File: src/hdl/u2u_pkg.sv
// Shared types and constants for the UTF-8 to UCS-2 stream decoder.
// No dependencies; used by u2u_core and utf8_to_ucs2_stream_decoder.
`default_nettype none

package u2u_pkg;

    // Result kind, carried on m_axis_tuser
    typedef enum logic [1:0] {
        KIND_CHAR = 2'd0,
        KIND_END  = 2'd1,
        KIND_BAD  = 2'd2,
        KIND_FULL = 2'd3
    } kind_t;

    localparam int unsigned UNIT_W  = 16;
    localparam int unsigned BYTE_W  = 8;

    // Limit after reset
    localparam logic [UNIT_W-1:0] MAX_UNITS_RST = 16'hffff;

    // Lead byte tags
    localparam logic [2:0] LEAD2_TAG = 3'b110;
    localparam logic [3:0] LEAD3_TAG = 4'b1110;

    // One decoded result from the core
    typedef struct packed {
        logic              has_result;
        logic [UNIT_W-1:0] code_unit;
        kind_t             kind;
        logic [UNIT_W-1:0] unit_count;
    } result_t;

endpackage

`default_nettype wire

File: src/hdl/u2u_core.sv
// Decoder state and per-byte decode logic of the UTF-8 to UCS-2 decoder.
// Depends on u2u_pkg for the result struct and kind codes.
`default_nettype none

module u2u_core (
    input  wire logic                       clk,
    input  wire logic                       rst_n,
    input  wire logic                       fire,        // byte consumed this cycle
    input  wire logic [u2u_pkg::BYTE_W-1:0] in_byte,
    input  wire logic [u2u_pkg::UNIT_W-1:0] max_units,
    output u2u_pkg::result_t                result
);

    logic [1:0]                  pending_reg,  pending_next;
    logic [u2u_pkg::UNIT_W-1:0]  partial_reg,  partial_next;
    logic [u2u_pkg::UNIT_W-1:0]  units_reg,    units_next;
    logic                        halted_reg,   halted_next;

    // Update decoder state
    always_ff @(posedge clk or negedge rst_n)
    begin
        if (!rst_n)
        begin
            pending_reg <= 2'd0;
            partial_reg <= '0;
            units_reg   <= '0;
            halted_reg  <= 1'b0;
        end
        else
        begin
            pending_reg <= pending_next;
            partial_reg <= partial_next;
            units_reg   <= units_next;
            halted_reg  <= halted_next;
        end
    end

    // Decode one byte
    always_comb
    begin
        pending_next      = pending_reg;
        partial_next      = partial_reg;
        units_next        = units_reg;
        halted_next       = halted_reg;
        result.has_result = 1'b0;
        result.code_unit  = '0;
        result.kind       = u2u_pkg::KIND_CHAR;
        result.unit_count = units_reg;

        if (fire)
        begin
            priority if (halted_reg)
            begin
                // Drop bytes until a terminator re-arms
                if (in_byte == '0)
                begin
                    halted_next  = 1'b0;
                    pending_next = 2'd0;
                    partial_next = '0;
                    units_next   = '0;
                end
            end
            else if (in_byte == '0)
            begin
                // End of string, any partial character is dropped
                result.has_result = 1'b1;
                result.kind       = u2u_pkg::KIND_END;
                pending_next      = 2'd0;
                partial_next      = '0;
                units_next        = '0;
            end
            else if (pending_reg == 2'd0)
            begin
                priority if (units_reg >= max_units)
                begin
                    halted_next       = 1'b1;
                    result.has_result = 1'b1;
                    result.kind       = u2u_pkg::KIND_FULL;
                end
                else if (!in_byte[7])
                begin
                    units_next        = units_reg + 16'd1;
                    result.has_result = 1'b1;
                    result.code_unit  = {8'h00, in_byte};
                    result.unit_count = units_reg + 16'd1;
                end
                else if (in_byte[7:5] == u2u_pkg::LEAD2_TAG)
                begin
                    partial_next = {5'b0, in_byte[4:0], 6'b0};
                    pending_next = 2'd1;
                end
                else if (in_byte[7:4] == u2u_pkg::LEAD3_TAG)
                begin
                    partial_next = {in_byte[3:0], 12'b0};
                    pending_next = 2'd2;
                end
                else
                begin
                    halted_next       = 1'b1;
                    result.has_result = 1'b1;
                    result.kind       = u2u_pkg::KIND_BAD;
                end
            end
            else if (pending_reg == 2'd2)
            begin
                // Middle continuation byte
                partial_next = partial_reg | {4'b0, in_byte[5:0], 6'b0};
                pending_next = 2'd1;
            end
            else
            begin
                // Last continuation byte completes the unit
                partial_next      = '0;
                pending_next      = 2'd0;
                units_next        = units_reg + 16'd1;
                result.has_result = 1'b1;
                result.code_unit  = partial_reg | {10'b0, in_byte[5:0]};
                result.unit_count = units_reg + 16'd1;
            end
        end
    end

    // Terminator always leaves a clean, empty string state
    a_term_clears: assert property (@(posedge clk) disable iff (!rst_n)
        (fire && in_byte == '0) |=> (units_reg == '0 && pending_reg == 2'd0
                                     && !halted_reg))
        else $error("terminator did not clear decoder state");

    // Three pending bytes is never reached
    a_pending_range: assert property (@(posedge clk) disable iff (!rst_n)
        pending_reg != 2'd3)
        else $error("pending count reached three");

    // A halted decoder stays silent
    a_halted_quiet: assert property (@(posedge clk) disable iff (!rst_n)
        halted_reg |-> !result.has_result)
        else $error("result produced while halted");

endmodule

`default_nettype wire

File: src/hdl/utf8_to_ucs2_stream_decoder.sv
// Top level of the UTF-8 to UCS-2 stream decoder: stream ports, limit register,
// input and result registers. Depends on u2u_pkg and u2u_core.
`default_nettype none

// One UTF-8 byte is taken per transfer on s_axis, and the decoder sustains one
// byte per clock while m_axis_tready does not hold off the result register. A
// byte passes an input register, is decoded by u2u_core, and its result (if any)
// sits in the result register, which drives m_axis_tvalid. Lead and middle
// bytes of multi-byte characters give no result; a finished character, a
// terminator that does not re-arm a halted decoder, a bad lead byte or a
// capacity stop each give one. s_axis_tready follows m_axis_tready within the
// cycle when both registers are full. Write max_units only while no string is
// in flight; it takes effect at the next lead byte.

module utf8_to_ucs2_stream_decoder (
    input  wire logic        clk,
    input  wire logic        rst_n,
    // Limit register write
    input  wire logic        cfg_wr_en,
    input  wire logic [15:0] cfg_wr_data,    // max_units
    // Byte input
    input  wire logic        s_axis_tvalid,
    output logic             s_axis_tready,
    input  wire logic [7:0]  s_axis_tdata,   // [7:0] in_byte
    // Result output
    output logic             m_axis_tvalid,
    input  wire logic        m_axis_tready,
    output logic [31:0]      m_axis_tdata,   // [15:0] code_unit, [31:16] unit_count
    output logic [1:0]       m_axis_tuser    // [1:0] kind
);

    logic [u2u_pkg::UNIT_W-1:0] max_units_reg;
    logic                       in_valid_reg;
    logic [u2u_pkg::BYTE_W-1:0] in_byte_reg;
    logic                       out_valid_reg, out_valid_next;
    logic [31:0]                out_data_reg;
    logic [1:0]                 out_user_reg;
    logic                       advance;
    logic                       s_fire;
    u2u_pkg::result_t           result;

    // Hold the limit register
    always_ff @(posedge clk or negedge rst_n)
    begin
        if (!rst_n)
            max_units_reg <= u2u_pkg::MAX_UNITS_RST;
        else if (cfg_wr_en)
            max_units_reg <= cfg_wr_data;
    end

    // Advance the input byte when the result register can take its result
    assign advance       = in_valid_reg && (!out_valid_reg || m_axis_tready);
    assign s_axis_tready = !in_valid_reg || advance;
    assign s_fire        = s_axis_tvalid && s_axis_tready;

    // Input register
    always_ff @(posedge clk or negedge rst_n)
    begin
        if (!rst_n)
            in_valid_reg <= 1'b0;
        else if (s_axis_tready)
            in_valid_reg <= s_axis_tvalid;
    end

    always_ff @(posedge clk)
    begin
        if (s_fire)
            in_byte_reg <= s_axis_tdata;
    end

    u2u_core u_core (
        .clk       (clk),
        .rst_n     (rst_n),
        .fire      (advance),
        .in_byte   (in_byte_reg),
        .max_units (max_units_reg),
        .result    (result)
    );

    // Result register valid: load on advance, drop on output transfer
    always_comb
    begin
        out_valid_next = out_valid_reg;
        if (advance)
            out_valid_next = result.has_result;
        else if (m_axis_tready)
            out_valid_next = 1'b0;
    end

    always_ff @(posedge clk or negedge rst_n)
    begin
        if (!rst_n)
            out_valid_reg <= 1'b0;
        else
            out_valid_reg <= out_valid_next;
    end

    always_ff @(posedge clk)
    begin
        if (advance && result.has_result)
        begin
            out_data_reg <= {result.unit_count, result.code_unit};
            out_user_reg <= result.kind;
        end
    end

    assign m_axis_tvalid = out_valid_reg;
    assign m_axis_tdata  = out_data_reg;
    assign m_axis_tuser  = out_user_reg;

    // Non-character results carry a zero code unit
    a_noncode_zero: assert property (@(posedge clk) disable iff (!rst_n)
        (m_axis_tvalid && m_axis_tuser != u2u_pkg::KIND_CHAR) |-> (m_axis_tdata[15:0] == '0))
        else $error("non-character result with nonzero code unit");

    // A character result always counts at least itself
    a_char_count: assert property (@(posedge clk) disable iff (!rst_n)
        (m_axis_tvalid && m_axis_tuser == u2u_pkg::KIND_CHAR) |-> (m_axis_tdata[31:16] != '0))
        else $error("character result with zero unit count");

    // A byte is decoded only into a free or draining result register
    a_no_overwrite: assert property (@(posedge clk) disable iff (!rst_n)
        (advance && out_valid_reg) |-> m_axis_tready)
        else $error("result register overwritten while stalled");

endmodule

`default_nettype wire

File: config.mk
export PLATFORM = sky130hd
export DESIGN_NAME = utf8_to_ucs2_stream_decoder
export DESIGN_NICKNAME = d
export VERILOG_FILES = /design/src/hdl/u2u_pkg.sv /design/src/hdl/u2u_core.sv /design/src/hdl/utf8_to_ucs2_stream_decoder.sv
export SDC_FILE = /design/constraint.sdc
export NUM_CORES = 1
export LEC_CHECK = 0
export ABC_AREA = 1
export BUFFER_PORTS_ARGS = -buffer_cell sky130_fd_sc_hd__buf_2
export CAP_MARGIN = 5
export CORE_MARGIN = 2
export CORE_UTILIZATION = 53
export CTS_CLUSTER_DIAMETER = 30
export DETAILED_ROUTE_END_ITERATION = 16
export MAX_ROUTING_LAYER = met4
export PLACE_DENSITY_LB_ADDON = 0.25
export SYNTH_ARGS = -nofsm -noshare
export SYNTH_HDL_FRONTEND = slang
export SYNTH_SLANG_ARGS = --single-unit
File: constraint.sdc
create_clock -name clk -period 3.5 [get_ports clk]
set_input_delay 0.7 -clock clk [delete_from_list [all_inputs] [get_ports clk]]
set_output_delay 0.7 -clock clk [all_outputs]
set_load 0.02 [all_outputs]
; ---- Word level (Yosys, flattened, before mapping)
; Index checks and enable logic that the tools add are counted.
[op_classes]
reduce_logical = 15
bitwise = 4
eq_ne = 7
n_mux = 51
n_addsub = 1
order_cmp = 1
[op_table]
columns = cell, count
row1 = 2-to-1 mux 16 bit, 18
row2 = 2-to-1 mux 35 bit, 2
row3 = 2-to-1 mux 17 bit, 2
row4 = 2-to-1 mux 2 bit, 14
row5 = "adder 16 x 1 -> 16 bit, second input constant", 1
row6 = greater-or-equal comparator 16 bit, 1
row7 = bitwise OR 16 x 12 -> 16 bit, 1
row8 = bitwise OR 16 x 6 -> 16 bit, 1
row9 = 2-to-1 mux 1 bit, 14
row10 = zero test 8 bit, 1
row11 = 2-to-1 mux 7 bit, 1
row12 = "!= test 3 x 2 -> 1 bit, second input constant", 2
row13 = AND reduction 5 bit, 1
row14 = "equality test 4 bit, second input constant", 1
row15 = "!= test 4 x 3 -> 1 bit, second input constant", 1
row16 = OR reduction 4 bit, 1
row17 = "equality test 3 bit, second input constant", 1
row18 = logical AND 1 bit, 3
row19 = OR reduction 3 bit, 1
row20 = "equality test 2 bit, second input constant", 1
row21 = zero test 1 bit, 2
row22 = zero test 2 bit, 1
row23 = logical OR 1 bit, 2
row24 = "!= test 2 bit, second input constant", 1
row25 = other kinds (4), 5
[totals]
output_inout_bits = 36
register_bits = 95

; ---- Depth between registers and ports, before layout
[logic_depth]
ltp_word = 10
mapped_depth = 18

; ---- Cells and area by module
; From an unflattened synthesis, not the netlist that was laid out.
[hier_totals]
hier_cells = 658
hier_area_um2 = 5308.8
[by_module_without_submodules]
columns = mod, instances, area_per_inst_um2, seq_area_each_um2, cells_each
row1 = u2u_core, 1, 3276.9, 725.7, 534
row2 = utf8_to_ucs2_stream_decoder, 1, 2031.9, 1731.7, 124

; ---- Worst setup path before layout
; Ideal clock, no wire load.
[synth_path]
path_type = register to register
start = reg max_units_reg[11] (netlist name)
end = reg out_data_reg[0], in the netlist m_axis_tdata[0], enable pin
path_buffers = 0
synth_period_minus_slack_ps = 3344
stages_incl_launch_ff = 11
arrival_ps = 2919
setup_time_ps = 425
path_slack_ps = 156
path_cell_list = dfstp_2 inv_1 ha_1 nand2_1 inv_1 nand3_1 nor2_1 a21oi_2 nand2_1 a21oi_1 nor2_1
[synth_via]
elab_chain_len = 7
[synth_rtl]
columns = item, line_no
row1 = start: declaration, utf8_to_ucs2_stream_decoder.sv:32  ; logic [u2u_pkg::UNIT_W-1:0] max_units_reg;
row2 = start signal: assignment, utf8_to_ucs2_stream_decoder.sv:46  ; max_units_reg <= u2u_pkg::MAX_UNITS_RST;
row3 = start signal: assignment, utf8_to_ucs2_stream_decoder.sv:48  ; max_units_reg <= cfg_wr_data;
row4 = greater-or-equal comparator 16 bit, u2u_core.sv:74  ; priority if (units_reg >= max_units)
row5 = 2-to-1 mux 1 bit, u2u_core.sv:74
row6 = 2-to-1 mux 17 bit, u2u_core.sv:72  ; else if (pending_reg == 2'd0)
row7 = 2-to-1 mux 1 bit, u2u_core.sv:63  ; else if (in_byte == '0)
row8 = 2-to-1 mux 35 bit, u2u_core.sv:52  ; priority if (halted_reg)
row9 = 2-to-1 mux 35 bit, u2u_core.sv:50  ; if (fire)
row10 = logical AND 1 bit, utf8_to_ucs2_stream_decoder.sv:100  ; if (advance && result.has_result)
row11 = end signal: assignment, utf8_to_ucs2_stream_decoder.sv:102  ; out_data_reg <= {result.unit_count, result.code_unit};
row12 = end: declaration, utf8_to_ucs2_stream_decoder.sv:36  ; logic [31:0] out_data_reg;
; Every way passes these cells.
; A chain may end at the register's enable or synchronous reset.

; ---- Worst setup path after layout
[layout_path]
start = reg max_units_reg[11] (netlist name)
end = reg out_data_reg[28], in the netlist m_axis_tdata[28], enable pin
; The elaborated chain is that of the path after synthesis.

==> impl_results.md <==
- Detailed-route wire length: 11.6 mm
- Leakage power summed over all cells: 2.66 nW
- Clock tree from TritonCTS: built
- Syn-to-layout area delta: 12.0%
- Number of max-cap violations: 0
- Resize count post-CTS: 0
- Setup Slack @ Placement: 631 ps
- Maximum number of pins on one net before global-route repair: 42
- TritonCTS Buffers: 9
- Post-synthesis net count: 667
- Element type at the critical path end: register
- Endpoints failing setup: 0
- Top post-synthesis cells by area: sky130_fd_sc_hd__edfxtp_1 25%, sky130_fd_sc_hd__dfrtp_1 15%, sky130_fd_sc_hd__nand2_1 15%, sky130_fd_sc_hd__dfstp_2 8.4%, sky130_fd_sc_hd__inv_1 5.8%
- Routability-driven placement congestion ratio: 0.882
- GRT Total Usage: 24.9%
- Rel. slew slack: 34.1%
- Final critical-path required period: 2830 ps
- Result of the run: complete, no violations
- Class of the tightest hold or removal check: in2async
- Hold_buf cts: 0
- Power density relative to cell area: 550 mW/mm2
- Flip-flop and latch count after synthesis: 89
- HPWL after detailed placement: 8.19 mm
- Maximum buffer depth of the clock tree: 2
- Number of flip-flops in the largest register: 32
- Final antenna-violating net count: 0
- Top-area cell type share of the netlist area: 25.2%
- Critical path data arrival time: 2820 ps
- Clock latency on the worst-skew pair: 370 ps
- CORE AREA: 0.00920 mm2
- Wire length of the first global-routing pass: 19.4 mm
- WL per Instance: 14.5 um
- Finished Layout Cells: 798
- Die Y: 101 um
- Sequential fraction of the synthesis area: 49.0%
- Total via count in the routed design: 4297
- Setup slack after layout: 670 ps
- Area of the die: 0.0103 mm2
- Port Buf Inserts: 64
- Residual DRC count: 0
- Number of levels the H-tree was split into: 3
- Worst-case clock skew: 11.4 ps
- Cells after synthesis: 621
- Nets: 728
- Sum of negative setup slack: 0 ps
- RSZ-0062 raised after global routing: false
- Total number of yosys warnings: 0
- Top Ports: 65
- Peak per-stage delay on the critical path: 760 ps
- Post-placement cell count: 782
- Fraction of met1 tracks used by global routing: 32.6%
- Number of iterations in the first detailed-routing pass: 4
- Post-synth top area cell: sky130_fd_sc_hd__edfxtp_1
- Fraction of final layout cells with drive strength greater than 1: 19.2%
- Diodes inserted: 0
- Critical-path top delay cell: sky130_fd_sc_hd__nor2_4
- Worst-path maximum fanout: 34
- Worst-path cell chain: inv_1 -> ha_1 -> nand2_1 -> inv_1 -> nand3_1 -> nor2_1 -> a21oi_2 -> nand2_1 -> a21oi_1 -> nor2_4
- Count of unique library cells instantiated by Yosys: 39
- Number of global-route vias before repair: 4140
- Category of the worst setup path launch point: register
- Met3 capacity usage during global routing: 4.90%
- Fmax achieved: 353 MHz
- Per-cell via count in the routed design: 5.38
- Starting DRT DRC Count: 308
- Final hold viol count: 0
- Measured slew at the worst slew-check pin: 986 ps
- Tcrit/Tclk final: 80.8%
- Buffers inserted during post-CTS setup optimization: 0
- Slew Viols, Final: 0
- Worst vdd ir: 0.000312 V
- Post-synthesis cell area: 0.00501 mm2
- Required @ worst endpoint: 3490 ps
- Clock slew at reported path FFs: 100 ps
- Number of sinks on the clock net: 89
- Total gr overflow: 0
- Antenna violations before repair: 0
- Met2 Track Usage GR: 38.8%
- Chip Width: 101 um
- Clk Tree Root Cell: sky130_fd_sc_hd__clkbuf_8
- GRT Max-Usage Layer: met2
- Final Total Pwr: 3.08 mW
- Average footprint of a synthesized cell: 8.07 um2
- Critical path class: reg2reg
- Placement Rows: 35
- Starting utilization of the core area: 54.5%
[worst max-delay path: cells and delay by family (launching register included)]
| kind | cells | cell delay [ps] |
|---|---|---|
| AO/OA/AOI/OAI | 2 | 240 |
| flip-flops | 1 | 530 |
| buffers and inverters | 2 | 110 |
| AND/OR/NAND/NOR | 5 | 1240 |
| adder cells (fa/ha/maj) | 1 | 300 |
[routing by layer]
metal | wire length, um | part of all wire (%)
met3 | 754 | 6.5
met4 | 257 | 2.2
met5 | 0 | 0
met1 | 5050 | 44
met2 | 5520 | 48
[cell usage after synthesis]
cell type                    n
sky130_fd_sc_hd__nand4_1     7
sky130_fd_sc_hd__a21o_1      1
sky130_fd_sc_hd__nor2_1     46
sky130_fd_sc_hd__nor2_8      1
sky130_fd_sc_hd__o22ai_1     4
sky130_fd_sc_hd__nand2_1   201
sky130_fd_sc_hd__clkbuf_2    1
sky130_fd_sc_hd__o21bai_1    3
sky130_fd_sc_hd__dfrtp_1    31
sky130_fd_sc_hd__nand2_4     3
sky130_fd_sc_hd__mux2_2      1
sky130_fd_sc_hd__mux2i_1     2
sky130_fd_sc_hd__o21ai_0    54
sky130_fd_sc_hd__nor2_2      3
sky130_fd_sc_hd__nor2_4      3
sky130_fd_sc_hd__buf_4       2
sky130_fd_sc_hd__a21oi_2     1
sky130_fd_sc_hd__nand2_2     7
sky130_fd_sc_hd__buf_1       4
sky130_fd_sc_hd__buf_2       7
sky130_fd_sc_hd__buf_6       1
sky130_fd_sc_hd__a22oi_1     3
sky130_fd_sc_hd__inv_1      77
sky130_fd_sc_hd__xor2_1      5
sky130_fd_sc_hd__nand3b_1    1
sky130_fd_sc_hd__nor3_1      1
sky130_fd_sc_hd__dfstp_2    16
sky130_fd_sc_hd__ha_1       17
sky130_fd_sc_hd__edfxtp_1   42
sky130_fd_sc_hd__inv_2       3
sky130_fd_sc_hd__a21oi_1     9
sky130_fd_sc_hd__xnor2_1     1
sky130_fd_sc_hd__nand3_2     2
sky130_fd_sc_hd__clkbuf_1    6
sky130_fd_sc_hd__nand3_1    46
sky130_fd_sc_hd__a21oi_4     1
sky130_fd_sc_hd__o21ai_2     3
sky130_fd_sc_hd__a21boi_0    1
sky130_fd_sc_hd__o21ai_1     4
[where the power goes]
group | internal, mW | switching (mW) | total (mW)
combinational | 0.332 | 0.675 | 1.01
sequential | 1.27 | 0.114 | 1.39
clock | 0.272 | 0.417 | 0.689
[placed cells by master (no fill, tap or decap), drive strengths merged, types with 2 or more instances in the layout]
master / Yosys / layout
nand2: 211 / 211
inv: 80 / 84
buf: 14 / 71
o21ai: 61 / 61
nor2: 53 / 53
nand3: 48 / 48
edfxtp: 42 / 42
dfrtp: 31 / 31
ha: 17 / 17
dfstp: 16 / 16
a21oi: 11 / 11
clkbuf: 7 / 9
nand4: 7 / 7
xor2: 5 / 5
o22ai: 4 / 4
o21bai: 3 / 3
a22oi: 3 / 3
mux2i: 2 / 2
clkinvlp: 0 / 2
[logic make-up after synthesis]
group	count (synthesis)	synth area share, %
buffers and inverters	101	8.06
and+or+nand+nor	321	27.6
adders and majority gates	17	4.24
AOI/OAI and AO/OA	84	9.41
xor gates and xnor gates	6	1.05
muxes	3	0.624
DFF	89	49.0
[per-stage QoR]
step / hold WS, ps / util (%) / area [um2]
floorplan: 404 / - / 5010
global placement: 483 / 59.0 / 5430
detailed placement: 488 / 59.0 / 5430
CTS: 494 / 61.0 / 5610
global route: 495 / 61.0 / 5610
finish: 473 / 61.0 / 5610
[path summary, 6_finish.rpt]
kind | startpoint | slack [ps] | to | depth (start not counted)
setup / recovery | max_units_reg[11]$_DFFE_PN1P_ | 670 | m_axis_tdata[28]$_DFFE_PP_ | 10
hold / removal | rst_n | 470 | u_core.units_reg[4]$_DFFE_PN0P_ | 1
setup reg to reg | max_units_reg[11]$_DFFE_PN1P_ | 670 | m_axis_tdata[28]$_DFFE_PP_ | 10
hold reg to reg | max_units_reg[10]$_DFFE_PN1P_ | 500 | max_units_reg[10]$_DFFE_PN1P_ | 2
max in group asynchronous | rst_n | 2300 | max_units_reg[13]$_DFFE_PN1P_ | 2
min in group clk | max_units_reg[10]$_DFFE_PN1P_ | 500 | max_units_reg[10]$_DFFE_PN1P_ | 2
[cell type report]
| class | instances | area (um2) |
|---|---|---|
| repair buffers | 71 | 373 |
| fillers | 794 | 3580 |
| flip-flops and latches | 89 | 2460 |
| clock inverters | 7 | 60.1 |
| well taps | 111 | 139 |
| clock buffers | 9 | 124 |
| multi-input cells | 431 | 2160 |
| inverters | 80 | 300 |
No activity file was read; power rests on OpenSTA's default activity.
